## src/rtl/core/mfrd_pkg.sv

```systemverilog
// Shared types, command codes and constant tables of the meter frame decoder.
`default_nettype none
package mfrd_pkg;

	localparam int VOLT_RANGES_DEF = 8;
	localparam int CURR_RANGES_DEF = 4;
	localparam int COUNT_MAX_DEF   = 255;
	localparam int QUEUE_DEPTH     = 2;
	localparam int CFG_REGS        = 3;

	localparam logic [7:0] CMD_NONE        = 8'h00;
	localparam logic [7:0] CMD_V_RANGE     = 8'h8A;
	localparam logic [7:0] CMD_V_ZERO      = 8'h9A;
	localparam logic [7:0] CMD_V_REF       = 8'h8D;
	localparam logic [7:0] CMD_V_SAMPLE    = 8'h9D;
	localparam logic [7:0] CMD_A_RANGE_2A  = 8'h8E;
	localparam logic [7:0] CMD_A_RANGE_600 = 8'h8F;
	localparam logic [7:0] CMD_A_ZERO      = 8'h9E;
	localparam logic [7:0] CMD_A_REF       = 8'hF8;
	localparam logic [7:0] CMD_A_SAMPLE    = 8'hD8;
	localparam logic [7:0] LETTER_A        = 8'h41;

	localparam logic [2:0] EV_VOLT_RANGE = 3'd0;
	localparam logic [2:0] EV_CURR_RANGE = 3'd1;
	localparam logic [2:0] EV_VOLT_VALUE = 3'd2;
	localparam logic [2:0] EV_CURR_VALUE = 3'd3;
	localparam logic [2:0] EV_UNKNOWN    = 3'd4;
	localparam logic [2:0] EV_BAD_RANGE  = 3'd5;

	localparam logic [1:0] POL_POS = 2'd0;
	localparam logic [1:0] POL_NEG = 2'd1;
	localparam logic [1:0] POL_AC  = 2'd2;

	localparam logic [1:0] LVL_VOLT_ZERO = 2'd0;
	localparam logic [1:0] LVL_VOLT_REF  = 2'd1;
	localparam logic [1:0] LVL_CURR_ZERO = 2'd2;
	localparam logic [1:0] LVL_CURR_REF  = 2'd3;

	localparam logic [1:0] CFG_VOLT_CAL_LOW  = 2'd0;
	localparam logic [1:0] CFG_VOLT_CAL_HIGH = 2'd1;
	localparam logic [1:0] CFG_CURR_CAL      = 2'd2;

	localparam logic [63:0] CAL_RESET = 64'd281479271743489000;
	localparam logic [31:0] SAT32     = 32'hFFFF_FFFF;
	localparam logic [19:0] MILLION   = 20'd1000000;

	typedef enum logic [1:0] {
		OP_EVENT = 2'd0,
		OP_LEVEL = 2'd1,
		OP_RMS   = 2'd2
	} op_t;

	typedef struct packed {
		op_t         op;
		logic [2:0]  kind;
		logic [2:0]  range_idx;
		logic        sw;
		logic [1:0]  pol;
		logic [31:0] value;
		logic [1:0]  lvl_sel;
		logic [39:0] sum;
		logic [7:0]  count;
		logic [15:0] zero;
		logic [15:0] ref_lvl;
	} job_t;

	typedef struct packed {
		logic        lvl_done;
		logic [15:0] volt_zero;
		logic [15:0] curr_zero;
	} back_stat_t;

	function automatic logic [16:0] volt_gain(input logic [2:0] r);
		case (r)
			3'd0:    volt_gain = 17'd530;
			3'd1:    volt_gain = 17'd1696;
			3'd2:    volt_gain = 17'd5300;
			3'd3:    volt_gain = 17'd10100;
			3'd4:    volt_gain = 17'd13250;
			3'd5:    volt_gain = 17'd32320;
			3'd6:    volt_gain = 17'd101000;
			default: volt_gain = 17'd1000;
		endcase
	endfunction

	function automatic logic [16:0] curr_gain(input logic [1:0] r);
		case (r)
			2'd0:    curr_gain = 17'd200;
			2'd1:    curr_gain = 17'd640;
			2'd2:    curr_gain = 17'd2000;
			default: curr_gain = 17'd5000;
		endcase
	endfunction

endpackage
`default_nettype wire

```

## src/rtl/core/mfrd_queue.sv

```systemverilog
// Small job queue between the front end and the arithmetic back end.
`default_nettype none
module mfrd_queue (
	input  wire             clk,
	input  wire             arst_n,
	input  wire             push,
	input  mfrd_pkg::job_t  push_job,
	input  wire             pop,
	output mfrd_pkg::job_t  head,
	output logic            empty,
	output logic            full
);

	localparam int PW = (mfrd_pkg::QUEUE_DEPTH > 1) ? $clog2(mfrd_pkg::QUEUE_DEPTH) : 1;
	localparam int CW = $clog2(mfrd_pkg::QUEUE_DEPTH + 1);

	mfrd_pkg::job_t mem_q [mfrd_pkg::QUEUE_DEPTH];
	logic [PW-1:0] wr_q, rd_q;
	logic [CW-1:0] cnt_q;

	assign empty = (cnt_q == '0);
	assign full  = (cnt_q == CW'(mfrd_pkg::QUEUE_DEPTH));
	assign head  = mem_q[rd_q];

	always_ff @(posedge clk) begin
		if (push && !full)
			mem_q[wr_q] <= push_job;
	end

	always_ff @(posedge clk or negedge arst_n) begin
		if (!arst_n) begin
			wr_q  <= '0;
			rd_q  <= '0;
			cnt_q <= '0;
		end else begin
			if (push && !full)
				wr_q <= (wr_q == PW'(mfrd_pkg::QUEUE_DEPTH - 1)) ? '0 : wr_q + PW'(1);
			if (pop && !empty)
				rd_q <= (rd_q == PW'(mfrd_pkg::QUEUE_DEPTH - 1)) ? '0 : rd_q + PW'(1);
			cnt_q <= cnt_q + CW'(push && !full) - CW'(pop && !empty);
		end
	end

endmodule
`default_nettype wire

```

## config.mk

```make
export PLATFORM = sky130hd
export DESIGN_NAME = mfrd_queue
export DESIGN_NICKNAME = d
export VERILOG_FILES = /design/src/rtl/core/mfrd_pkg.sv /design/src/rtl/core/mfrd_queue.sv
export SDC_FILE = /design/constraint.sdc
export NUM_CORES = 1
export LEC_CHECK = 0
export BUFFER_PORTS_ARGS = -buffer_cell sky130_fd_sc_hd__buf_2
export CORE_ASPECT_RATIO = 2
export CORE_MARGIN = 1
export CORE_UTILIZATION = 47
export DETAILED_ROUTE_END_ITERATION = 10
export PLACE_DENSITY = 0.76
export RECOVER_POWER = 100
export SYNTH_ARGS = -nofsm -noshare
export SYNTH_HDL_FRONTEND = slang
export SYNTH_SLANG_ARGS = --single-unit
```

## constraint.sdc

```tcl
create_clock -name clk -period 6 [get_ports clk]
set_clock_uncertainty 0.1 [all_clocks]
set_input_delay 0.9 -clock clk [delete_from_list [all_inputs] [get_ports clk]]
set_output_delay 0.9 -clock clk [all_outputs]
set_load 0.01 [all_outputs]
```

### After elaboration in Yosys (flattened, before gate mapping)

Memories as Yosys holds them, arrays and structs flattened.
Cells that the tools add are included.

| word-level totals | value |
|---|---|
| flip-flop bits (word level) | 4 |
| bits in writable memories | 250 |
| input bits | 129 |
| logic and storage cells | 18 |
| memories | 1 |

Memory list:

| memory | depth | bits a word | read ports | clocked after Yosys merged registers in | write ports | RTL line | RTL |
|---|---|---|---|---|---|---|---|
| mem_q | 2 | 125 | 1 | 0 | 1 | mfrd_queue.sv:17 | `mfrd_pkg::job_t mem_q [mfrd_pkg::QUEUE_DEPTH];` |

| operators by class | value |
|---|---|
| add/subtract/negate cells | 4 |
| eq/ne operators | 1 |
| multiplexer cells | 4 |
| reduce and logical (&&, ||, !) cells | 5 |

Operators with widths:

| kind | count |
|---|---|
| $mux 1 | 4 |
| $add 1x1->1 const B | 2 |
| $add 2x1->2 | 1 |
| $eq 2x2->1 const B | 1 |
| $logic_and 1x1->1 | 2 |
| $logic_not 1->1 | 2 |
| $logic_not 2->1 | 1 |
| $sub 2x1->2 | 1 |

### Longest topological paths before layout

| logic depth | value |
|---|---|
| depth in word-level cells | 5 |
| gate-level depth with buffers | 7 |

### Worst setup path after synthesis

No wires, ideal clock.

| path | value |
|---|---|
| kind | input to register |
| from | input push |
| to | memory mem_q[0][0] (netlist bit) (enable) |
| library setup time | 610 ps |
| arrival time | 6,188 ps |
| setup slack | -899 ps |
| stages on the path | 2 |
| cells stage by stage | nand2_1 nor2_1 |

| between the ends | value |
|---|---|
| cells in the longest elaborated chain, start to end | 3 |

RTL lines:

| what | RTL line | RTL |
|---|---|---|
| start: declaration | mfrd_queue.sv:6 | `input wire push,` |
| $logic_and 1x1->1 | mfrd_queue.sv:26 | `if (push && !full)` |
| $mux 1 | mfrd_queue.sv:26 |  |
| $mux 1 (implied by the code) | mfrd_queue.sv:27 | `mem_q[wr_q] <= push_job;` |
| end: declaration | mfrd_queue.sv:17 |  |

No other way between the ends.

### Worst setup path after layout

| path | value |
|---|---|
| from | register cnt_q[1] |
| to | memory mem_q[1][102] (netlist bit) (enable) |

| between the ends | value |
|---|---|
| cells in the longest elaborated chain, start to end | 5 |

RTL lines:

| what | RTL line | RTL |
|---|---|---|
| start: declaration | mfrd_queue.sv:19 | `logic [CW-1:0] cnt_q;` |
| start signal: assignment | mfrd_queue.sv:40 | `cnt_q <= cnt_q + CW'(push && !full) - CW'(pop && !empty);` |
| $eq 2x2->1 | mfrd_queue.sv:22 | `assign full = (cnt_q == CW'(mfrd_pkg::QUEUE_DEPTH));` |
| $logic_not 1->1 | mfrd_queue.sv:26 |  |
| $logic_and 1x1->1 | mfrd_queue.sv:26 |  |
| $mux 1 | mfrd_queue.sv:26 |  |
| $mux 1 (implied by the code) | mfrd_queue.sv:27 |  |

No other way between the ends.

==> impl_metrics.ini <==
[synthesis]
yosysWarnings = 0
synth_cell_types = 15
ys_seq_area_share_pct = 81.19
syn_inst = 407
netlist_area_um2 = 9370
synth_area_per_cell_um2 = 23.02
ys_seq_elements = 254
synth_nets = 538

[pwr]
switchingPower_mw = 1.600
leakagePower_nw = 3.936
clkPwrFrac_pct = 27.1
p_comb_share_pct = 25.9
ir_drop_v = 0.0004462
p_int_mw = 3.982
switching_share_pct = 28.66
powerDensity_nw_per_um2 = 490.3
seqPwrFrac_pct = 47.0

[drt]
viasPerCell = 4.980
drtPass1Iterations = 4
via_count = 4751
drt-total-wl_um = 17790
wl_per_cell_um = 18.65
final_antenna_net_count = 0
first_iter_violations = 179
drc = 0

[placed_design]
dp_slack_ns = 2.884
routabilityCongestion = 0.7418
portBuffers = 255
dp_hpwl_um = 12120

[floorplanning]
dieWidth_um = 101.8
initial_utilization_pct = 48.15
dieArea_um2 = 20540
num_rows = 72
die_y_um = 201.7
fp.coreArea_um2 = 19460
ioPinCount = 256

[clock_tree]
root_buffer = clkbuf_16
insertion_delay_ns = 0.49
cts_hold_buf = 0
cts_resized = 0
cts_buffer_depth = 3
cts_tree = built
cts_sinks = 254
path_clk_slew_ns = 0.06
htree_num_levels = 1
cts_buffers = 22
post_cts_buffers = 0

[worst_setup_path]
required_ns = 6.02
critPathMaxFanout = 63
setup.worst_path.start_class = flop
setup.worst_path.end_class = flop
cp.arrival_ns = 4.16
critPathKind = reg -> reg

[grt]
grt_pass1_vias = 5002
antenna_found_initial = 5
grt_max_degree = 82
grt_pass1_wl_um = 26000
grt_usage_pct = 17.06
grt-ovfl-total = 0

[outcome]
status = finished with violations
violations = max-capacitance violations, max-slew violations

[sta]
final_max_slew_viol_count = 191
relSlewSlack_pct = -91.54
setup_tns_ns = 0
final_hold_viol_count = 0
rsz0062_at_grt = no
finalSetupViolations = 0
worst_slack_ns = 1.860
min_period_ns = 4.140
tightestPinTransition_ns = 2.873
fmax_mhz = 241.6
finalCritPeriodShare_pct = 69.00

[cells_and_area]
nets = 807
final_layout_size_suffix_gt1_share_pct = 33.09
final_common_cell = edfxtp_1
mostFrequentLayoutCells = edfxtp_1 (250), clkbuf_1 (149), buf_2 (111)
syn2layout_area_growth_pct = 21.50

[run]
drv_cap = 3

[worst_hold_path]
worstHoldPathType = in -> async
-- final timing paths --
check                      startpoint            end  slack, ns  depth (start not counted)
min in group clk             cnt_q[0]       cnt_q[0]       0.44                          1
max in group asynchronous      arst_n           rd_q       5.44                          1
setup reg to reg             cnt_q[1]  mem_q[1][102]       1.86                          3
hold reg to reg              cnt_q[0]       cnt_q[0]       0.44                          1
hold / removal                 arst_n       cnt_q[0]       0.14                          1
setup / recovery             cnt_q[1]  mem_q[1][102]       1.86                          3
-- stage by stage --
| step | total power [mW] | hold slack, ns | cells | utilization [%] | area, µm² |
|---|---|---|---|---|---|
| floorplan | 3.739 | 0.3681 | 407 | - | 9373 |
| global route | 5.843 | 0.1326 | 954 | 58.51 | 11380 |
| detailed placement | 4.323 | 0.4241 | 911 | 56.13 | 10920 |
| finish | 5.581 | 0.1390 | 954 | 58.51 | 11380 |
| global placement | 4.262 | 0.3856 | 911 | 56.13 | 10920 |
| CTS | 5.848 | 0.08565 | 951 | 60.20 | 11720 |
-- metal layers --
metal	part of all wire (%)	routed length, µm	track usage [%]
met5	0.13	24	0
met4	5.8	1029	10.26
met3	6.8	1212	4.203
met2	55	9829	31.13
met1	32	5697	16.74
-- power groups by stage --
stage	Sequential (mW)	Combinational, mW	Clock [mW]
2_1_floorplan	2.57	1.17	0
4_1_cts	2.62	1.67	1.55
6_report	2.62	1.44	1.51
3_3_place_gp	2.63	1.63	0
3_5_place_dp	2.66	1.66	0
5_1_grt	2.67	1.56	1.62
-- area by class of cell --
type | instances | area, µm²
Clock inverter | 13 | 202.7
Multi-Input combinational cell | 137 | 1509
Clock buffer | 27 | 590.6
Tap cell | 259 | 324.1
Sequential cell | 254 | 7611
Antenna cell | 3 | 7.507
Inverter | 2 | 7.507
Timing Repair Buffer | 259 | 1132
Fill cell | 1599 | 8074
-- kinds of logic after synthesis --
logic type    after synthesis  share of synthesized area, %
mux                       125                         16.62
flops                     254                         81.19
xor+xnor                    4                        0.3739
fa+ha+maj                   2                        0.2670
simple gates                6                        0.3206
buf+inv                    16                         1.228
-- registers in the layout, indices dropped and copies added (netlist names) --
register,count
cnt_q,2
mem_q,250
rd_q,1
wr_q,1
-- cells in the mapped netlist --
library cell	instances	area, µm²
and3_1	1	6.260
buf_2	8	40.04
buf_6	6	67.56
dfrtp_1	4	100.1
edfxtp_1	250	7507
ha_1	2	25.02
inv_1	2	7.510
mux2_2	85	957.2
mux2_4	40	600.6
nand2_1	1	3.750
nand2b_1	1	6.260
nor2_1	2	7.510
nor2b_1	1	6.260
xnor2_1	3	26.28
xor2_1	1	8.760
-- worst max-delay path: stages (launching register included) --
cell      delay, ns
dfrtp_1        0.41
nand2b_1       0.13
and3_1         2.12
buf_4          0.92
Power figures use the tool's default switching activity.
