### config.mk
export PLATFORM = sky130hd
export DESIGN_NAME = mfrd_front_flat
export DESIGN_NICKNAME = d
export VERILOG_FILES = /design/src/rtl/core/mfrd_pkg.sv /design/src/rtl/core/mfrd_ifs.sv /design/src/rtl/core/mfrd_front.sv /design/src/flat_wrapper.sv
export SDC_FILE = /design/constraint.sdc
export NUM_CORES = 1
export LEC_CHECK = 0
export BUFFER_PORTS_ARGS = -buffer_cell sky130_fd_sc_hd__buf_2
export CORE_MARGIN = 5
export CORE_UTILIZATION = 40
export DETAILED_ROUTE_END_ITERATION = 10
export PLACE_DENSITY = 0.67
export RECOVER_POWER = 25
export SYNTH_ARGS = -nofsm -noshare
export SYNTH_HDL_FRONTEND = slang
export SYNTH_SLANG_ARGS = --single-unit
### constraint.sdc
create_clock -name clk -period 16.8 [get_ports clk]
set_input_delay 3.36 -clock clk [delete_from_list [all_inputs] [get_ports clk]]
set_output_delay 3.36 -clock clk [all_outputs]
set_load 0.01 [all_outputs]
### src/rtl/core/mfrd_pkg.sv
// Shared types, command codes and constant tables of the meter frame decoder.
`default_nettype none
package mfrd_pkg;

	localparam int VOLT_RANGES_DEF = 8;
	localparam int CURR_RANGES_DEF = 4;
	localparam int COUNT_MAX_DEF   = 255;
	localparam int QUEUE_DEPTH     = 2;
	localparam int CFG_REGS        = 3;

	localparam logic [7:0] CMD_NONE        = 8'h00;
	localparam logic [7:0] CMD_V_RANGE     = 8'h8A;
	localparam logic [7:0] CMD_V_ZERO      = 8'h9A;
	localparam logic [7:0] CMD_V_REF       = 8'h8D;
	localparam logic [7:0] CMD_V_SAMPLE    = 8'h9D;
	localparam logic [7:0] CMD_A_RANGE_2A  = 8'h8E;
	localparam logic [7:0] CMD_A_RANGE_600 = 8'h8F;
	localparam logic [7:0] CMD_A_ZERO      = 8'h9E;
	localparam logic [7:0] CMD_A_REF       = 8'hF8;
	localparam logic [7:0] CMD_A_SAMPLE    = 8'hD8;
	localparam logic [7:0] LETTER_A        = 8'h41;

	localparam logic [2:0] EV_VOLT_RANGE = 3'd0;
	localparam logic [2:0] EV_CURR_RANGE = 3'd1;
	localparam logic [2:0] EV_VOLT_VALUE = 3'd2;
	localparam logic [2:0] EV_CURR_VALUE = 3'd3;
	localparam logic [2:0] EV_UNKNOWN    = 3'd4;
	localparam logic [2:0] EV_BAD_RANGE  = 3'd5;

	localparam logic [1:0] POL_POS = 2'd0;
	localparam logic [1:0] POL_NEG = 2'd1;
	localparam logic [1:0] POL_AC  = 2'd2;

	localparam logic [1:0] LVL_VOLT_ZERO = 2'd0;
	localparam logic [1:0] LVL_VOLT_REF  = 2'd1;
	localparam logic [1:0] LVL_CURR_ZERO = 2'd2;
	localparam logic [1:0] LVL_CURR_REF  = 2'd3;

	localparam logic [1:0] CFG_VOLT_CAL_LOW  = 2'd0;
	localparam logic [1:0] CFG_VOLT_CAL_HIGH = 2'd1;
	localparam logic [1:0] CFG_CURR_CAL      = 2'd2;

	localparam logic [63:0] CAL_RESET = 64'd281479271743489000;
	localparam logic [31:0] SAT32     = 32'hFFFF_FFFF;
	localparam logic [19:0] MILLION   = 20'd1000000;

	typedef enum logic [1:0] {
		OP_EVENT = 2'd0,
		OP_LEVEL = 2'd1,
		OP_RMS   = 2'd2
	} op_t;

	typedef struct packed {
		op_t         op;
		logic [2:0]  kind;
		logic [2:0]  range_idx;
		logic        sw;
		logic [1:0]  pol;
		logic [31:0] value;
		logic [1:0]  lvl_sel;
		logic [39:0] sum;
		logic [7:0]  count;
		logic [15:0] zero;
		logic [15:0] ref_lvl;
	} job_t;

	typedef struct packed {
		logic        lvl_done;
		logic [15:0] volt_zero;
		logic [15:0] curr_zero;
	} back_stat_t;

	function automatic logic [16:0] volt_gain(input logic [2:0] r);
		case (r)
			3'd0:    volt_gain = 17'd530;
			3'd1:    volt_gain = 17'd1696;
			3'd2:    volt_gain = 17'd5300;
			3'd3:    volt_gain = 17'd10100;
			3'd4:    volt_gain = 17'd13250;
			3'd5:    volt_gain = 17'd32320;
			3'd6:    volt_gain = 17'd101000;
			default: volt_gain = 17'd1000;
		endcase
	endfunction

	function automatic logic [16:0] curr_gain(input logic [1:0] r);
		case (r)
			2'd0:    curr_gain = 17'd200;
			2'd1:    curr_gain = 17'd640;
			2'd2:    curr_gain = 17'd2000;
			default: curr_gain = 17'd5000;
		endcase
	endfunction

endpackage
`default_nettype wire

### src/rtl/core/mfrd_ifs.sv
// Valid/ready channel interfaces for received bytes and decoded results.
`default_nettype none
interface mfrd_in_if;
	logic       valid;
	logic       ready;
	logic [7:0] data_byte;
	modport source (output valid, output data_byte, input ready);
	modport sink (input valid, input data_byte, output ready);
endinterface

`default_nettype wire

### src/rtl/core/mfrd_front.sv
// Front end: parses bytes, tracks frames and ranges, accumulates samples, issues jobs.
`default_nettype none
module mfrd_front #(
	parameter int VOLT_RANGES = mfrd_pkg::VOLT_RANGES_DEF,
	parameter int CURR_RANGES = mfrd_pkg::CURR_RANGES_DEF,
	parameter int COUNT_MAX   = mfrd_pkg::COUNT_MAX_DEF
) (
	input  wire                  clk,
	input  wire                  arst_n,
	mfrd_in_if.sink              in_ch,
	input  wire                  q_full,
	input  mfrd_pkg::back_stat_t stat,
	output logic                 push,
	output mfrd_pkg::job_t       job
);

	logic [7:0]  active_q, pend_low_q;
	logic        pend_valid_q, lvl_busy_q;
	logic [39:0] sum_q;
	logic [7:0]  count_q, vneg_q, cneg_q;
	logic [3:0]  vrange_q;
	logic [2:0]  crange_q;
	logic        bsw_q;

	logic [7:0]  active_d, pend_low_d, count_d, vneg_d, cneg_d;
	logic        pend_valid_d, lvl_busy_d, bsw_d;
	logic [39:0] sum_d;
	logic [3:0]  vrange_d;
	logic [2:0]  crange_d;

	logic        acc;
	logic [7:0]  b;
	logic [9:0]  raw;
	logic [15:0] q16, zsel, dev;
	logic [31:0] sq;
	logic        is_sample, is_vs, sw_sel;
	logic [7:0]  rel;
	logic [2:0]  vr_use;
	logic [1:0]  cr_use;

	function automatic logic [1:0] pol_of(input logic [7:0] neg, input logic [7:0] cnt);
		if (neg <= 8'd2)
			pol_of = mfrd_pkg::POL_POS;
		else if (({2'b0, neg} + 10'd2) > {2'b0, cnt})
			pol_of = mfrd_pkg::POL_NEG;
		else
			pol_of = mfrd_pkg::POL_AC;
	endfunction

	assign in_ch.ready = !lvl_busy_q && !q_full;
	assign acc = in_ch.valid && in_ch.ready;
	assign b   = in_ch.data_byte;

	assign is_vs     = (active_q == mfrd_pkg::CMD_V_SAMPLE);
	assign is_sample = is_vs || (active_q == mfrd_pkg::CMD_A_SAMPLE);
	assign raw       = {b[3:0], pend_low_q[5:0]};
	assign q16       = {raw, 6'b0};
	assign zsel      = is_vs ? stat.volt_zero : stat.curr_zero;
	assign dev       = (q16 < zsel) ? (zsel - q16) : (q16 - zsel);
	assign sq        = dev * dev;
	assign rel       = b - mfrd_pkg::LETTER_A;
	assign sw_sel    = active_q[0];
	assign vr_use    = vrange_q[3] ? 3'd0 : vrange_q[2:0];
	assign cr_use    = crange_q[2] ? 2'd0 : crange_q[1:0];

	always_comb begin
		active_d     = active_q;
		pend_low_d   = pend_low_q;
		pend_valid_d = pend_valid_q;
		sum_d        = sum_q;
		count_d      = count_q;
		vneg_d       = vneg_q;
		cneg_d       = cneg_q;
		vrange_d     = vrange_q;
		crange_d     = crange_q;
		bsw_d        = bsw_q;
		lvl_busy_d   = lvl_busy_q && !stat.lvl_done;
		push         = 1'b0;
		job          = '0;
		job.op       = mfrd_pkg::OP_EVENT;
		job.sum      = sum_q;
		job.count    = count_q;
		if (acc) begin
			if (b[7]) begin
				case (active_q)
					mfrd_pkg::CMD_V_ZERO, mfrd_pkg::CMD_V_REF,
					mfrd_pkg::CMD_A_ZERO, mfrd_pkg::CMD_A_REF: begin
						job.op = mfrd_pkg::OP_LEVEL;
						case (active_q)
							mfrd_pkg::CMD_V_ZERO: job.lvl_sel = mfrd_pkg::LVL_VOLT_ZERO;
							mfrd_pkg::CMD_V_REF:  job.lvl_sel = mfrd_pkg::LVL_VOLT_REF;
							mfrd_pkg::CMD_A_ZERO: job.lvl_sel = mfrd_pkg::LVL_CURR_ZERO;
							default:              job.lvl_sel = mfrd_pkg::LVL_CURR_REF;
						endcase
						if (count_q != 8'd0) begin
							push       = 1'b1;
							lvl_busy_d = 1'b1;
						end
					end
					mfrd_pkg::CMD_V_SAMPLE: begin
						push          = 1'b1;
						job.op        = mfrd_pkg::OP_RMS;
						job.kind      = mfrd_pkg::EV_VOLT_VALUE;
						job.range_idx = vr_use;
						job.pol       = pol_of(vneg_q, count_q);
						job.zero      = stat.volt_zero;
						vneg_d        = 8'd0;
					end
					mfrd_pkg::CMD_A_SAMPLE: begin
						push          = 1'b1;
						job.op        = mfrd_pkg::OP_RMS;
						job.kind      = mfrd_pkg::EV_CURR_VALUE;
						job.range_idx = {1'b0, cr_use};
						job.sw        = bsw_q;
						job.pol       = pol_of(cneg_q, count_q);
						job.zero      = stat.curr_zero;
						cneg_d        = 8'd0;
					end
					mfrd_pkg::CMD_NONE, mfrd_pkg::CMD_V_RANGE,
					mfrd_pkg::CMD_A_RANGE_2A, mfrd_pkg::CMD_A_RANGE_600: begin
						push = 1'b0;
					end
					default: begin
						push      = 1'b1;
						job.kind  = mfrd_pkg::EV_UNKNOWN;
						job.value = {24'd0, active_q};
					end
				endcase
				active_d     = b;
				sum_d        = '0;
				count_d      = '0;
				pend_valid_d = 1'b0;
				pend_low_d   = '0;
			end else begin
				case (active_q)
					mfrd_pkg::CMD_V_RANGE: begin
						if (b < mfrd_pkg::LETTER_A ||
							b >= 8'(int'(mfrd_pkg::LETTER_A) + VOLT_RANGES)) begin
							push      = 1'b1;
							job.kind  = mfrd_pkg::EV_BAD_RANGE;
							job.value = {24'd0, b};
						end else if (vrange_q != {1'b0, rel[2:0]}) begin
							push          = 1'b1;
							vrange_d      = {1'b0, rel[2:0]};
							job.kind      = mfrd_pkg::EV_VOLT_RANGE;
							job.range_idx = rel[2:0];
						end
					end
					mfrd_pkg::CMD_A_RANGE_2A, mfrd_pkg::CMD_A_RANGE_600: begin
						if (b < mfrd_pkg::LETTER_A ||
							b >= 8'(int'(mfrd_pkg::LETTER_A) + CURR_RANGES)) begin
							push      = 1'b1;
							job.kind  = mfrd_pkg::EV_BAD_RANGE;
							job.sw    = sw_sel;
							job.value = {24'd0, b};
						end else if (crange_q != {1'b0, rel[1:0]} || bsw_q != sw_sel) begin
							push          = 1'b1;
							crange_d      = {1'b0, rel[1:0]};
							bsw_d         = sw_sel;
							job.kind      = mfrd_pkg::EV_CURR_RANGE;
							job.range_idx = {1'b0, rel[1:0]};
							job.sw        = sw_sel;
						end
					end
					mfrd_pkg::CMD_V_ZERO, mfrd_pkg::CMD_V_REF, mfrd_pkg::CMD_A_ZERO,
					mfrd_pkg::CMD_A_REF, mfrd_pkg::CMD_V_SAMPLE, mfrd_pkg::CMD_A_SAMPLE: begin
						if (!pend_valid_q) begin
							pend_low_d   = b;
							pend_valid_d = 1'b1;
						end else begin
							pend_valid_d = 1'b0;
							pend_low_d   = '0;
							if (count_q < 8'(COUNT_MAX)) begin
								count_d = count_q + 8'd1;
								if (is_sample) begin
									sum_d = sum_q + 40'(sq);
									if (q16 < zsel) begin
										if (is_vs)
											vneg_d = vneg_q + 8'd1;
										else
											cneg_d = cneg_q + 8'd1;
									end
								end else begin
									sum_d = sum_q + 40'(raw);
								end
							end
						end
					end
					default: begin
						push = 1'b0;
					end
				endcase
			end
		end
	end

	always_ff @(posedge clk or negedge arst_n) begin
		if (!arst_n) begin
			active_q     <= mfrd_pkg::CMD_NONE;
			pend_low_q   <= '0;
			pend_valid_q <= 1'b0;
			lvl_busy_q   <= 1'b0;
			sum_q        <= '0;
			count_q      <= '0;
			vneg_q       <= '0;
			cneg_q       <= '0;
			vrange_q     <= 4'b1000;
			crange_q     <= 3'b100;
			bsw_q        <= 1'b0;
		end else begin
			active_q     <= active_d;
			pend_low_q   <= pend_low_d;
			pend_valid_q <= pend_valid_d;
			lvl_busy_q   <= lvl_busy_d;
			sum_q        <= sum_d;
			count_q      <= count_d;
			vneg_q       <= vneg_d;
			cneg_q       <= cneg_d;
			vrange_q     <= vrange_d;
			crange_q     <= crange_d;
			bsw_q        <= bsw_d;
		end
	end

endmodule
`default_nettype wire

### src/flat_wrapper.sv
// flat-port wrapper written by rule: the top's interface ports become plain ports
module mfrd_front_flat 
#(
	parameter int VOLT_RANGES = mfrd_pkg::VOLT_RANGES_DEF,
	parameter int CURR_RANGES = mfrd_pkg::CURR_RANGES_DEF,
	parameter int COUNT_MAX   = mfrd_pkg::COUNT_MAX_DEF
)
  (clk, arst_n, q_full, stat, push, job, in_ch_valid, in_ch_data_byte, in_ch_ready);
  mfrd_in_if in_ch_i ();
  input  wire clk;
  input  wire arst_n;
  input  wire q_full;
  input  mfrd_pkg::back_stat_t stat;
  output logic push;
  output mfrd_pkg::job_t job;
  input wire logic [$bits(in_ch_i.valid)-1:0] in_ch_valid;
  input wire logic [$bits(in_ch_i.data_byte)-1:0] in_ch_data_byte;
  output wire logic [$bits(in_ch_i.ready)-1:0] in_ch_ready;
  assign in_ch_i.valid = in_ch_valid;
  assign in_ch_i.data_byte = in_ch_data_byte;
  assign in_ch_ready = in_ch_i.ready;
  mfrd_front #(.VOLT_RANGES(VOLT_RANGES), .CURR_RANGES(CURR_RANGES), .COUNT_MAX(COUNT_MAX)) u_core (.clk(clk), .arst_n(arst_n), .in_ch(in_ch_i), .q_full(q_full), .stat(stat), .push(push), .job(job));
endmodule
== Yosys cells after proc, flatten, opt, wreduce, memory -nomap -nowiden ==
Cells that the tools add are included.
Word-level totals
  bits of input ports: 45
  flip-flop bits (word level): 88
  output and inout port bits: 127
  word-level logic and storage cells: 160
Operators by class
  order comparisons: 9
  add/sub/neg operators: 10
  equality and inequality tests: 14
  bitwise operators: 3
  multipliers: 1
  mux-type cells: 81
  reduce and logical (&&, ||, !) cells: 31
Operators by type and width (number)
  two-way mux 40 bit: 5
  two-way mux 8 bit: 21
  equality test 8 bit, second input constant: 9
  two-way mux 16 bit: 4
  one-hot mux 32 bit (2 select lines): 1
  two-way mux 45 bit: 1
  adder 40 x 10 -> 40 bit: 1
  adder 40 x 32 -> 40 bit: 1
  multiplier 16 x 16 -> 32 bit: 1
  two-way mux 32 bit: 1
  one-hot mux 16 bit (2 select lines): 1
  subtractor 16 bit: 2
  adder 8 x 1 -> 8 bit, second input constant: 3
  two-way mux 7 bit: 3
  > comparator 10 x 8 -> 1 bit: 2
  adder 8 x 2 -> 9 bit, second input constant: 2
  two-way mux 2 bit: 9
  two-way mux 3 bit: 6
  two-way mux 6 bit: 3
  two-way mux 1 bit: 17
  >= comparator 8 x 7 -> 1 bit, second input constant: 2
  less-or-equal comparator 8 x 2 -> 1 bit, second input constant: 2
  less-than comparator 16 bit: 1
  one-hot mux 6 bit (2 select lines): 1
  31 further kinds: 50

== Logic depth before layout (Yosys ltp) ==
Gate-level depths: netlist of the first run.
  word-level depth: 11
  mapped depth: 43
  mapped depth without buffers: 38

== Least setup slack after synthesis of the first run ==
No wires, ideal clock.
  path kind: input-to-reg
  start: input port stat[16] (netlist name)
  end: register u_core.sum_q[35]
  setup time: 0.120 ns
  data arrival time: 11.730 ns
  slack: 4.949 ns
  cell stages on the path: 32
  path buffers: 2
  required time: 16.680 ns
  cells stage by stage: nand2_1 and2_1 clkbuf_1 ha_1 nor2b_1 a2111oi_0 a311oi_1 o211ai_2 nand2_2 mux2_2 inv_1 clkbuf_1 nand2_1 fa_1 fa_1 inv_1 fa_1 fa_1 inv_1 fa_1 inv_1 fa_1 ha_1 and3_1 and3_1 a21o_1 o21ai_0 o21a_1 o41a_1 o311ai_1 a31oi_1 a41o_1
Between the ends
  cells in the longest elaborated chain, start to end: 10
  elaborated cells on any way between the ends: 12
  those cells by class: 3 x add/sub; 1 x mul; 1 x order compare; 7 x mux
RTL lines
  from (decl): line flat_wrapper.sv:13  | input mfrd_pkg::back_stat_t stat;
  two-way mux 16 bit (*): line mfrd_front.sv:58  | assign zsel = is_vs ? stat.volt_zero : stat.curr_zero;
  subtractor 16 bit or less-than comparator 16 bit (tied branches): line mfrd_front.sv:59  | assign dev = (q16 < zsel) ? (zsel - q16) : (q16 - zsel);
  two-way mux 16 bit (*): line mfrd_front.sv:59
  multiplier 16 x 16 -> 32 bit (*): line mfrd_front.sv:60  | assign sq = dev * dev;
  adder 40 x 32 -> 40 bit (*): line mfrd_front.sv:176  | sum_d = sum_q + 40'(sq);
  two-way mux 40 bit (*): line mfrd_front.sv:175  | if (is_sample) begin
  two-way mux 40 bit (*): line mfrd_front.sv:173  | if (count_q < 8'(COUNT_MAX)) begin
  two-way mux 40 bit (*): line mfrd_front.sv:167  | if (!pend_valid_q) begin
  two-way mux 40 bit (*): line mfrd_front.sv:135  | case (active_q)
  two-way mux 40 bit (*): line mfrd_front.sv:84  | if (b[7]) begin
  to (signal assigned): line mfrd_front.sv:215  | sum_q <= sum_d;
  to (decl): line mfrd_front.sv:19  | logic [39:0] sum_q;
Every way passes the cells marked *; elsewhere a longest branch is shown, timed or not. The select of a mux whose other input is x is not followed.
A chain may end at the register's enable or synchronous reset.

== Final worst setup path of the first run ==
  start: input port stat[0] (netlist name)
  end: register u_core.sum_q[35]
The elaborated chain is that of the path after synthesis.

==> reports/qor.csv, run 1 <==
stage,metric,value,unit
detailed_routing,route.top_layer_used,met4,
die,fp.dieH,212,um
place,portBuffers,131,
clock_tree,cts_buffer_depth,2,
clock_tree,clkTransAtPathRegs,70,ps
timing,grt_setup_unrepaired,no,
yosys,syn_avg_cell_area,8.19,um^2
clock_tree,clk_latency,360,ps
yosys,synth_warnings,0,
timing,finalHoldWorstSlack,498,ps
setup_path,cp_slowest_cell,sky130_fd_sc_hd__o311ai_1,
clock_tree,postCtsSetupBuffers,0,
setup_path,setup.worst_path.start_class,input pin,
timing,max_slew_margin,-1.38,
setup_path,cp_max_fo,12,
timing,finalWorstPathRequiredPeriod,12990,ps
clock_tree,cts_tree,yes,
place,place_congestion,0.942,
detailed_routing,drt_pass1_iterations,5,
grt,via_count_of_the_first_global_routing_pass,14600,
yosys,netlist.area_leader.share,0.243,
setup_path,crit_top_cell,sky130_fd_sc_hd__fa_1,
cells_and_area,multi_input_comb_area,12300,um^2
detailed_routing,drt-total-wl,49500,um
clock_tree,ctsHtreeMaxLevel,3,
cells_and_area,layout.cells.most_common_list,"358 x sky130_fd_sc_hd__inv_1, 214 x sky130_fd_sc_hd__nand2_1, 198 x sky130_fd_sc_hd__fa_1, 172 x sky130_fd_sc_hd__nor2_1, 160 x sky130_fd_sc_hd__ha_1",
timing,max_freq,77.0,MHz
clock_tree,cts_resized,0,
yosys,ys_top_cells_by_area,"sky130_fd_sc_hd__fa_1 24%, sky130_fd_sc_hd__dfrtp_1 13%, sky130_fd_sc_hd__ha_1 12%",
cells_and_area,area_delta_synth_final,8.28,%
setup_path,crit_arrival,13240,ps
yosys,yosysSeqAreaShare,0.135,
detailed_routing,avgViaCountPerCell,5.42,
die,die_area,44800,um^2
timing,drv_slew,65,
place,hpwl,40600,um
setup_path,cp.required,17060,ps
flow_run,maxCapViolCount,2,
yosys,syn-instance-count,1989,
detailed_routing,wire_per_inst,18.9,um
setup_path,slowest_delay,660,ps
worst_hold_path,min-delay-path-class,flip-flop to flip-flop,
cells_and_area,post-route-cell-area,17600,um^2
yosys,yosys.cell_types.count,88,
grt,grt_antenna_before_repair,0,
die,core_area,40600,um^2
grt,grt_start_max_net_pins,65,
cells_and_area,most_common_library_cell_in_the_layout_ignoring_fill_and_taps,sky130_fd_sc_hd__inv_1,
grt,grt_first_pass_wirelength,79400,um
timing,finalSetupTns,0,ps
grt,gr-total-overflow,0,
detailed_routing,postRouteAntennaNets,0,
place,placedInstanceArea,17300,um^2
yosys,ys_async_sr_fraction,1.00,
detailed_routing,drc,0,
yosys,syn_area,16300,um^2
die,floorplan.io_pins,172,
cells_and_area,fillers,4049,
timing,final-setup-viol-count,0,
status,violations,"capacitance limit, slew limit",
die,rows,74,
setup_path,critPathBufInv,6,
yosys,synth_edf_count,0,
clock_tree,clkSinkCount,88,
cells_and_area,n_antenna_cell,0,
clock_tree,cts_buffers,9,
status,outcome,finished with violations,
yosys,ys_ff_latch,88,
detailed_routing,drt-initial-drc-count,1110,
cells_and_area,drive_gt1_frac,0.100,
die,dieWidth,212,um
clock_tree,hold_buffers,0,
timing,final_min_period_over_clock_period,0.773,
timing,final.setup_skew,8.05,ps
yosys,synth_top_area_cell,sky130_fd_sc_hd__fa_1,
setup_path,critical-path-top-delay-family,adder cells,
setup_path,setup.worst_path.end_class,flip-flop,
cells_and_area,fin_nets,2486,
timing,hold_viol_final,0,
detailed_routing,route.layer.met1.wl,21000,um
grt,grt_util_all_layers,0.222,
timing,worst_slew_pin_slew,3570,ps
detailed_routing,routed-wl-met3,4030,um
cells_and_area,area.sequential,2200,um^2
die,initial_core_utilization,0.402,
setup_path,setup.worst_path.class,input pin to flip-flop,
clock_tree,cts_root_buffer,sky130_fd_sc_hd__clkbuf_16,
detailed_routing,detailroute.via_count,14200,
yosys,yosys_most_used_dff,sky130_fd_sc_hd__dfrtp_1,
detailed_routing,detailroute.wirelength.met2,23200,um
-- kinds of logic after synthesis --
logic type / Yosys count / synth area share
mux: 17 / 0.0109
other cells: 1 / 0.000230
simple gates: 583 / 0.163
xor+xnor: 87 / 0.0491
flops: 88 / 0.135
compound gates: 384 / 0.155
buf+inv: 471 / 0.120
fa+ha+maj: 358 / 0.366
-- worst min-delay path: stages (launching register included) --
cell and delay [ps]:
sky130_fd_sc_hd__dfstp_2 370, sky130_fd_sc_hd__inv_1 80, sky130_fd_sc_hd__nor2_1 50
-- path summary, 6_finish.rpt --
kind                               startpoint                  to  slack (ps)  depth (start not counted)
max                                   stat[0]    u_core.sum_q[35]        3810                         34
min                        u_core.vrange_q[3]  u_core.vrange_q[3]         500                          2
max reg2reg                u_core.active_q[5]    u_core.sum_q[35]        5000                         37
min reg2reg                u_core.vrange_q[3]  u_core.vrange_q[3]         500                          2
max in group asynchronous              arst_n  u_core.active_q[1]        9440                          2
min in group asynchronous              arst_n    u_core.cneg_q[7]        3330                          1
-- final cells by class --
class,count,area share
well taps,532,0.0378
clock inverters,7,0.00483
flip-flops and latches,88,0.125
inverters,369,0.0786
repair buffers,146,0.0431
multi-input cells,1469,0.698
clock buffers,9,0.0128
-- cells in the mapped netlist, types with 13 or more instances --
cell	instances
sky130_fd_sc_hd__a211oi_1	13
sky130_fd_sc_hd__nand4_1	21
sky130_fd_sc_hd__a31oi_1	18
sky130_fd_sc_hd__ha_1	160
sky130_fd_sc_hd__o21ai_0	100
sky130_fd_sc_hd__a21oi_1	83
sky130_fd_sc_hd__fa_1	198
sky130_fd_sc_hd__or3_1	14
sky130_fd_sc_hd__clkbuf_1	43
sky130_fd_sc_hd__xnor2_1	45
sky130_fd_sc_hd__nor3_1	27
sky130_fd_sc_hd__buf_4	44
sky130_fd_sc_hd__a22oi_1	18
sky130_fd_sc_hd__inv_1	358
sky130_fd_sc_hd__and3_1	21
sky130_fd_sc_hd__o21a_1	14
sky130_fd_sc_hd__nand3_1	41
sky130_fd_sc_hd__nor2_1	174
sky130_fd_sc_hd__xor2_1	37
sky130_fd_sc_hd__o31ai_1	15
sky130_fd_sc_hd__nand2_1	214
sky130_fd_sc_hd__a21o_1	30
sky130_fd_sc_hd__dfrtp_1	86
-- state kept, by name (all words and copies together) (netlist names) --
register,cells
u_core.crange_q,3
u_core.vrange_q,4
u_core.active_q,8
u_core.sum_q,40
u_core.lvl_busy_q,1
u_core.count_q,8
u_core.pend_valid_q,1
u_core.cneg_q,8
u_core.vneg_q,8
u_core.pend_low_q,6
u_core.bsw_q,1
-- layer usage --
layer | vias up | track usage
met5 | - | 0
met4 | 0 | 0.0618
met3 | 78 | 0.0531
met2 | 508 | 0.363
met1 | 6952 | 0.297
li1 | 6656 | -
-- per-stage QoR --
step                      instances  setup WS, ps   util
final                          2620          3810  0.435
after global routing           2620          3230  0.435
after CTS                      2620          3910  0.435
after detailed placement       2604          3580  0.427
after global placement         2604          3790  0.427
after floorplan                2028          4950      -
Power of run 1 is left out: the tool's default activity adds up to more than one toggle a clock period on the data nets, which glitch-free logic cannot reach.
==> run 2, diff against run 1 <==
--- a/config.mk
+++ b/config.mk
@@ -9,7 +9,7 @@
 export CORE_MARGIN = 5
 export CORE_UTILIZATION = 40
 export DETAILED_ROUTE_END_ITERATION = 10
-export PLACE_DENSITY = 0.67
+export PLACE_DENSITY = 0.69
 export RECOVER_POWER = 25
 export SYNTH_ARGS = -nofsm -noshare
 export SYNTH_HDL_FRONTEND = slang
==> constraint.sdc (replaced) <==
create_clock -name clk -period 11.71 [get_ports clk]
set_input_delay 2.342 -clock clk [delete_from_list [all_inputs] [get_ports clk]]
set_output_delay 2.342 -clock clk [all_outputs]
set_load 0.01 [all_outputs]
==> run 2 against run 1 <==
  * The run still ends with capacitance limit, slew limit left
  * Routed wire length is 0.98% higher
  * Clock skew is 6.7 ps higher
  * Via count is 1.6% higher
  * Die area stayed put
  * Sequential cell count stayed put
  * Clock-buffer cell count is 3 higher
  * Non-clock buffer count is 15 higher
  * Largest cell class unchanged
==> reports/qor.csv, run 2 (same netlist as run 1, synthesis figures left out) <==
stage,metric,value,unit,change
status,outcome,finished with violations,,
status,violations,"capacitance limit, slew limit",,
timing,final.setup_skew,14.7,ps,+6.65 ps
timing,max_freq,88.8,MHz,
grt,grt_start_max_net_pins,52,,-20%
detailed_routing,postRouteAntennaNets,0,,unchanged
detailed_routing,avgViaCountPerCell,5.47,,+0.98%
place,hpwl,41200,um,+1.5%
die,initial_core_utilization,0.402,,unchanged
grt,grt_antenna_before_repair,0,,unchanged
cells_and_area,multi_input_comb_area,12300,um^2,unchanged
timing,max_slew_margin,-0.900,,+0.480
cells_and_area,area_delta_synth_final,8.94,%,
clock_tree,cts_buffers,9,,unchanged
cells_and_area,post-route-cell-area,17700,um^2,+0.62%
cells_and_area,most_common_library_cell_in_the_layout_ignoring_fill_and_taps,sky130_fd_sc_hd__inv_1,,
grt,gr-total-overflow,0,,unchanged
place,portBuffers,131,,unchanged
detailed_routing,drt-initial-drc-count,1315,,+18%
clock_tree,cts_tree,yes,,
cells_and_area,max_flop_register,u_core.sum_q,,
place,place_congestion,0.972,,+3.2%
setup_path,crit_arrival,11510,ps,-1730 ps
setup_path,cp_max_fo,12,,unchanged
timing,final-setup-viol-count,0,,unchanged
worst_hold_path,min_delay_path_depth,2,,unchanged
clock_tree,clkTransAtPathRegs,70,ps,about the same
clock_tree,ctsHtreeMaxLevel,3,,unchanged
setup_path,setup.worst_path.end_class,flip-flop,,
clock_tree,clk_latency,360,ps,about the same
setup_path,crit_top_cell,sky130_fd_sc_hd__fa_1,,
setup_path,setup.worst_path.start_class,input pin,,
die,floorplan.io_pins,172,,unchanged
grt,via_count_of_the_first_global_routing_pass,14700,,+0.99%
cells_and_area,layout.cells.most_common_list,"358 x sky130_fd_sc_hd__inv_1, 214 x sky130_fd_sc_hd__nand2_1, 198 x sky130_fd_sc_hd__fa_1, 172 x sky130_fd_sc_hd__nor2_1, 160 x sky130_fd_sc_hd__ha_1",,
timing,worst_slew_pin_slew,2850,ps,-720 ps
cells_and_area,number_of_flip_flops_in_the_largest_register,40,,unchanged
timing,grt_setup_unrepaired,no,,
detailed_routing,drc,0,,unchanged
setup_path,worst_r2r_path_depth,34,,-8.1%
setup_path,cp_slowest_cell,sky130_fd_sc_hd__fa_1,,
clock_tree,clkSinkCount,88,,unchanged
place,placedInstanceArea,17400,um^2,+0.64%
detailed_routing,drt_pass1_iterations,5,,unchanged
cells_and_area,drive_gt1_frac,0.107,,+0.00642
die,core_area,40600,um^2,unchanged
flow_run,maxCapViolCount,3,,+1
detailed_routing,drt-total-wl,50000,um,+0.98%
detailed_routing,wire_per_inst,19.0,um,+0.40%
setup_path,cp.required,11960,ps,-5100 ps
cells_and_area,area.sequential,2200,um^2,unchanged
timing,finalWorstPathRequiredPeriod,11260,ps,
timing,hold_viol_final,0,,unchanged
cells_and_area,share_of_the_core_filled_with_cells,0.437,,+0.00268
cells_and_area,n_antenna_cell,0,,unchanged
cells_and_area,fillers,3996,,-1.3%
setup_path,slowest_delay,550,ps,-110 ps
worst_hold_path,min-delay-path-class,flip-flop to flip-flop,,
die,fp.dieH,212,um,unchanged
die,rows,74,,unchanged
setup_path,setup.worst_path.class,input pin to flip-flop,,
timing,drv_slew,122,,+88%
detailed_routing,detailroute.via_count,14400,,+1.6%
die,die_area,44800,um^2,unchanged
clock_tree,cts_buffer_depth,2,,unchanged
die,dieWidth,212,um,unchanged
grt,grt_first_pass_wirelength,80500,um,+1.4%
clock_tree,cts_root_buffer,sky130_fd_sc_hd__clkbuf_16,,
timing,final_min_period_over_clock_period,0.961,,
cells_and_area,fin_nets,2501,,+0.60%
grt,grt_util_all_layers,0.223,,+0.00118
run 2: cell types whose count changed in the layout (fill, tap and decap cells not counted):
cell / change
sky130_fd_sc_hd__buf_4: +14
sky130_fd_sc_hd__buf_2: +2
sky130_fd_sc_hd__clkbuf_8: +2
sky130_fd_sc_hd__clkinvlp_4: -2
sky130_fd_sc_hd__inv_8: -2
sky130_fd_sc_hd__a21oi_2: -1
sky130_fd_sc_hd__a21oi_4: +1
sky130_fd_sc_hd__buf_12: +1
sky130_fd_sc_hd__bufinv_16: -1
sky130_fd_sc_hd__clkbuf_1: -1
sky130_fd_sc_hd__clkinv_4: +1
sky130_fd_sc_hd__inv_6: +1
sky130_fd_sc_hd__xor2_1: +1
sky130_fd_sc_hd__xor2_2: -1
run 2: area by class of cell:
class                   count  share of cell area
inverters                 369              0.0781
repair buffers            161              0.0500
well taps                 532              0.0375
multi-input cells        1469               0.694
flip-flops and latches     88               0.124
clock inverters             4             0.00197
clock buffers              12              0.0145
run 2: final timing paths:
kind                                     from                 end  slack [ps]
min in group asynchronous              arst_n  u_core.vrange_q[2]        2610
max                                  stat[24]    u_core.sum_q[35]         450
min                        u_core.vrange_q[3]  u_core.vrange_q[3]         500
max in group asynchronous              arst_n    u_core.sum_q[16]        5540
max reg2reg                u_core.active_q[2]    u_core.sum_q[35]         810
min reg2reg                u_core.vrange_q[3]  u_core.vrange_q[3]         500
run 2: worst max-delay path: cells and delay by family:
| kind | cells | cell delay (ps) |
|---|---|---|
| fa+ha+maj | 8 | 3790 |
| compound gates | 12 | 3110 |
| simple gates | 6 | 920 |
| buf+inv | 8 | 840 |
| xor+xnor | 1 | 490 |
run 2: routing by layer:
layer,up-vias,share of wire,track usage
li1,6677,-,-
met1,7111,0.43,0.304
met2,527,0.47,0.367
met3,100,0.073,0.0381
met4,0,0.031,0.0662
met5,-,0,0
run 2: metrics by stage:
step	std cells	hold WS [ps]	setup WS (ps)	TNS [ps]
4_1_cts	2635	495	294	0
3_3_place_gp	2619	477	53.6	0
3_5_place_dp	2619	484	-59.3	-99.9
5_1_grt	2635	523	59.0	0
2_1_floorplan	2028	466	877	0
6_report	2635	496	451	0
run 2: timing repair:
item,CTS,global route
setup endpoints to repair,0,10
hold buffers,0,0
buffers inserted,0,0
gates resized for setup,0,2
Power of run 2 is left out for the same reason.
==> run 3, diff against run 2 <==
--- a/config.mk
+++ b/config.mk
@@ -9,7 +9,7 @@
 export CORE_MARGIN = 5
 export CORE_UTILIZATION = 40
 export DETAILED_ROUTE_END_ITERATION = 10
-export PLACE_DENSITY = 0.69
+export PLACE_DENSITY = 0.67
 export RECOVER_POWER = 25
 export SYNTH_ARGS = -nofsm -noshare
 export SYNTH_HDL_FRONTEND = slang
==> constraint.sdc (replaced) <==
create_clock -name clk -period 12.9 [get_ports clk]
set_input_delay 2.58 -clock clk [delete_from_list [all_inputs] [get_ports clk]]
set_output_delay 2.58 -clock clk [all_outputs]
set_load 0.01 [all_outputs]
==> run 3 against run 2 <==
  * Register-to-register slack gained 230 ps
  * Core utilization shrank 0.13 points
  * Die area is the same
  * Global-route usage is essentially flat
  * Via count shrank 0.49%
  * Highest routed layer unchanged
  * First-iteration DRC count shrank 15%
  * Clock skew shrank 2.8 ps
  * Sequential cell count is the same
  * Critical endpoint is now u_core.sum_q[37]
  * Worst hold slack gained 9.0 ps
  * Cell count shrank 0.23%
  * Worst setup slack gained 230 ps
  * The flow still finishes with violations (capacitance limit, slew limit)
==> reports/qor.csv, run 3 (same netlist as run 1, synthesis figures left out) <==
stage,metric,value,unit,change
status,outcome,finished with violations,,
setup_path,reg_to_reg_end,u_core.sum_q[37],,
clock_tree,cts_tree,yes,,
setup_path,crit_top_cell,sky130_fd_sc_hd__fa_1,,
detailed_routing,drt-initial-drc-count,1121,,-15%
grt,grt_antenna_before_repair,0,,unchanged
timing,hold_viol_final,0,,unchanged
cells_and_area,n_antenna_cell,0,,unchanged
setup_path,crit_start,stat[16],,
place,place_congestion,0.946,,-2.7%
cells_and_area,drive_gt1_frac,0.102,,-0.00446
status,violations,"capacitance limit, slew limit",,
cells_and_area,layout.cells.most_common_list,"358 x sky130_fd_sc_hd__inv_1, 214 x sky130_fd_sc_hd__nand2_1, 198 x sky130_fd_sc_hd__fa_1, 172 x sky130_fd_sc_hd__nor2_1, 160 x sky130_fd_sc_hd__ha_1",,
detailed_routing,postRouteAntennaNets,0,,unchanged
setup_path,slowest_delay,650,ps,+100 ps
clock_tree,clkTransAtPathRegs,70,ps,about the same
place,hpwl,40600,um,-1.4%
setup_path,regToRegStartpoint,u_core.active_q[5],,
die,die_area,44800,um^2,unchanged
grt,grt.busiest_layer,met2,,
cells_and_area,max_flop_register,u_core.sum_q,,
cells_and_area,fin_nets,2495,,-0.24%
setup_path,cp.required,13150,ps,+1190 ps
timing,final.setup_skew,11.9,ps,-2.83 ps
clock_tree,postCtsSetupBuffers,0,,unchanged
worst_hold_path,min-delay-path-class,flip-flop to flip-flop,,
cells_and_area,most_common_library_cell_in_the_layout_ignoring_fill_and_taps,sky130_fd_sc_hd__inv_1,,
worst_hold_path,worstHoldStart,u_core.vrange_q[3],,
timing,grt_setup_unrepaired,no,,
die,fp.dieH,212,um,unchanged
clock_tree,cts_buffers,9,,unchanged
setup_path,crit_arrival,12460,ps,+950 ps
grt,global_route_track_usage_on_met3,0.0350,,-0.00311
die,dieWidth,212,um,unchanged
timing,final-setup-viol-count,0,,unchanged
clock_tree,ctsHtreeMaxLevel,3,,unchanged
timing,finalWorstPathRequiredPeriod,12210,ps,
grt,globalRouteMet2Util,0.363,,-0.00320
cells_and_area,area_delta_synth_final,8.61,%,
detailed_routing,detailroute.via_count,14300,,-0.49%
clock_tree,clkSinkCount,88,,unchanged
grt,grt.met1_usage,0.315,,+0.0102
clock_tree,hold_buffers,0,,unchanged
detailed_routing,avgViaCountPerCell,5.46,,-0.27%
detailed_routing,wire_per_inst,18.8,um,-0.83%
place,portBuffers,131,,unchanged
timing,finalSetupTns,0,ps,unchanged
setup_path,setup.worst_path.end_class,flip-flop,,
setup_path,reg2reg_slack,1040,ps,+230 ps
die,rows,74,,unchanged
detailed_routing,drt_pass1_iterations,5,,unchanged
setup_path,setup.worst_path.class,input pin to flip-flop,,
flow_run,maxCapViolCount,2,,-1
setup_path,setup.worst_path.start_class,input pin,,
setup_path,cp_max_fo,12,,unchanged
detailed_routing,drc,0,,unchanged
timing,drv_slew,104,,-15%
detailed_routing,drt-total-wl,49500,um,-1.1%
setup_path,worst_r2r_path_depth,35,,+2.9%
grt,grt_start_max_net_pins,73,,+40%
worst_hold_path,min_delay_path_depth,2,,unchanged
grt,grt_util_all_layers,0.223,,-0.000233
cells_and_area,number_of_flip_flops_in_the_largest_register,40,,unchanged
die,core_area,40600,um^2,unchanged
grt,grt_first_pass_wirelength,80500,um,about the same
clock_tree,cts_resized,0,,unchanged
die,initial_core_utilization,0.402,,unchanged
setup_path,cp_slowest_cell,sky130_fd_sc_hd__o311ai_1,,
timing,max_slew_margin,-1.74,,-0.839
grt,gr-total-overflow,0,,unchanged
die,floorplan.io_pins,172,,unchanged
timing,max_freq,81.9,MHz,
timing,worst_slew_pin_slew,4110,ps,+1260 ps
timing,final_min_period_over_clock_period,0.947,,
worst_hold_path,min_to,u_core.vrange_q[3],,
clock_tree,cts_root_buffer,sky130_fd_sc_hd__clkbuf_16,,
clock_tree,clk_latency,360,ps,about the same
grt,via_count_of_the_first_global_routing_pass,14600,,-1.1%
clock_tree,cts_buffer_depth,2,,unchanged
run 3: cell count changes in the layout (fill, tap and decap cells not counted), moves of 2 or more:
cell	before	now
sky130_fd_sc_hd__clkbuf_1	4	7
sky130_fd_sc_hd__buf_2	129	125
sky130_fd_sc_hd__clkinvlp_4	0	2
sky130_fd_sc_hd__buf_4	28	23
run 3: worst max-delay path by stage:
| stage | end | slack, ps | depth (start not counted) |
|---|---|---|---|
| 3_3_place_gp | u_core.sum_q[35] | 710 | 34 |
| 6_report | u_core.sum_q[37] | 690 | 34 |
| 5_1_grt | u_core.sum_q[37] | 50 | 34 |
| 3_5_place_dp | u_core.sum_q[35] | 480 | 34 |
| 4_1_cts | u_core.sum_q[35] | 850 | 34 |
| 2_1_floorplan | u_core.sum_q[35] | 1830 | 32 |
run 3: per-layer routing:
metal	vias up	share of wire
met4	0	0.021
met3	82	0.076
li1	6674	-
met5	-	0
met2	573	0.47
met1	7015	0.44
run 3: layout make-up:
type | instances | area, um^2
clock buffers | 11 | 253
clock inverters | 5 | 62.6
fillers | 4081 | 22900
inverters | 369 | 1390
multi-input cells | 1469 | 12300
flip-flops and latches | 88 | 2200
well taps | 532 | 666
repair buffers | 155 | 825
run 3: critical path, delay by kind of cell:
kind | cells | cell delay (ps)
xor+xnor | 1 | 500
buf+inv | 7 | 710
fa+ha+maj | 8 | 3790
simple gates | 7 | 1630
compound gates | 11 | 3250
run 3: through the flow:
stage / setup WS [ps] / std cells / hold WS (ps) / utilization / area (um^2)
finish: 685 / 2629 / 505 / 0.436 / 17700
CTS: 849 / 2629 / 506 / 0.436 / 17700
detailed placement: 482 / 2613 / 495 / 0.429 / 17400
floorplan: 1830 / 2028 / 466 / - / 16400
global route: 49.4 / 2629 / 510 / 0.436 / 17700
global placement: 714 / 2613 / 480 / 0.429 / 17400
Power of run 3 is left out for the same reason.
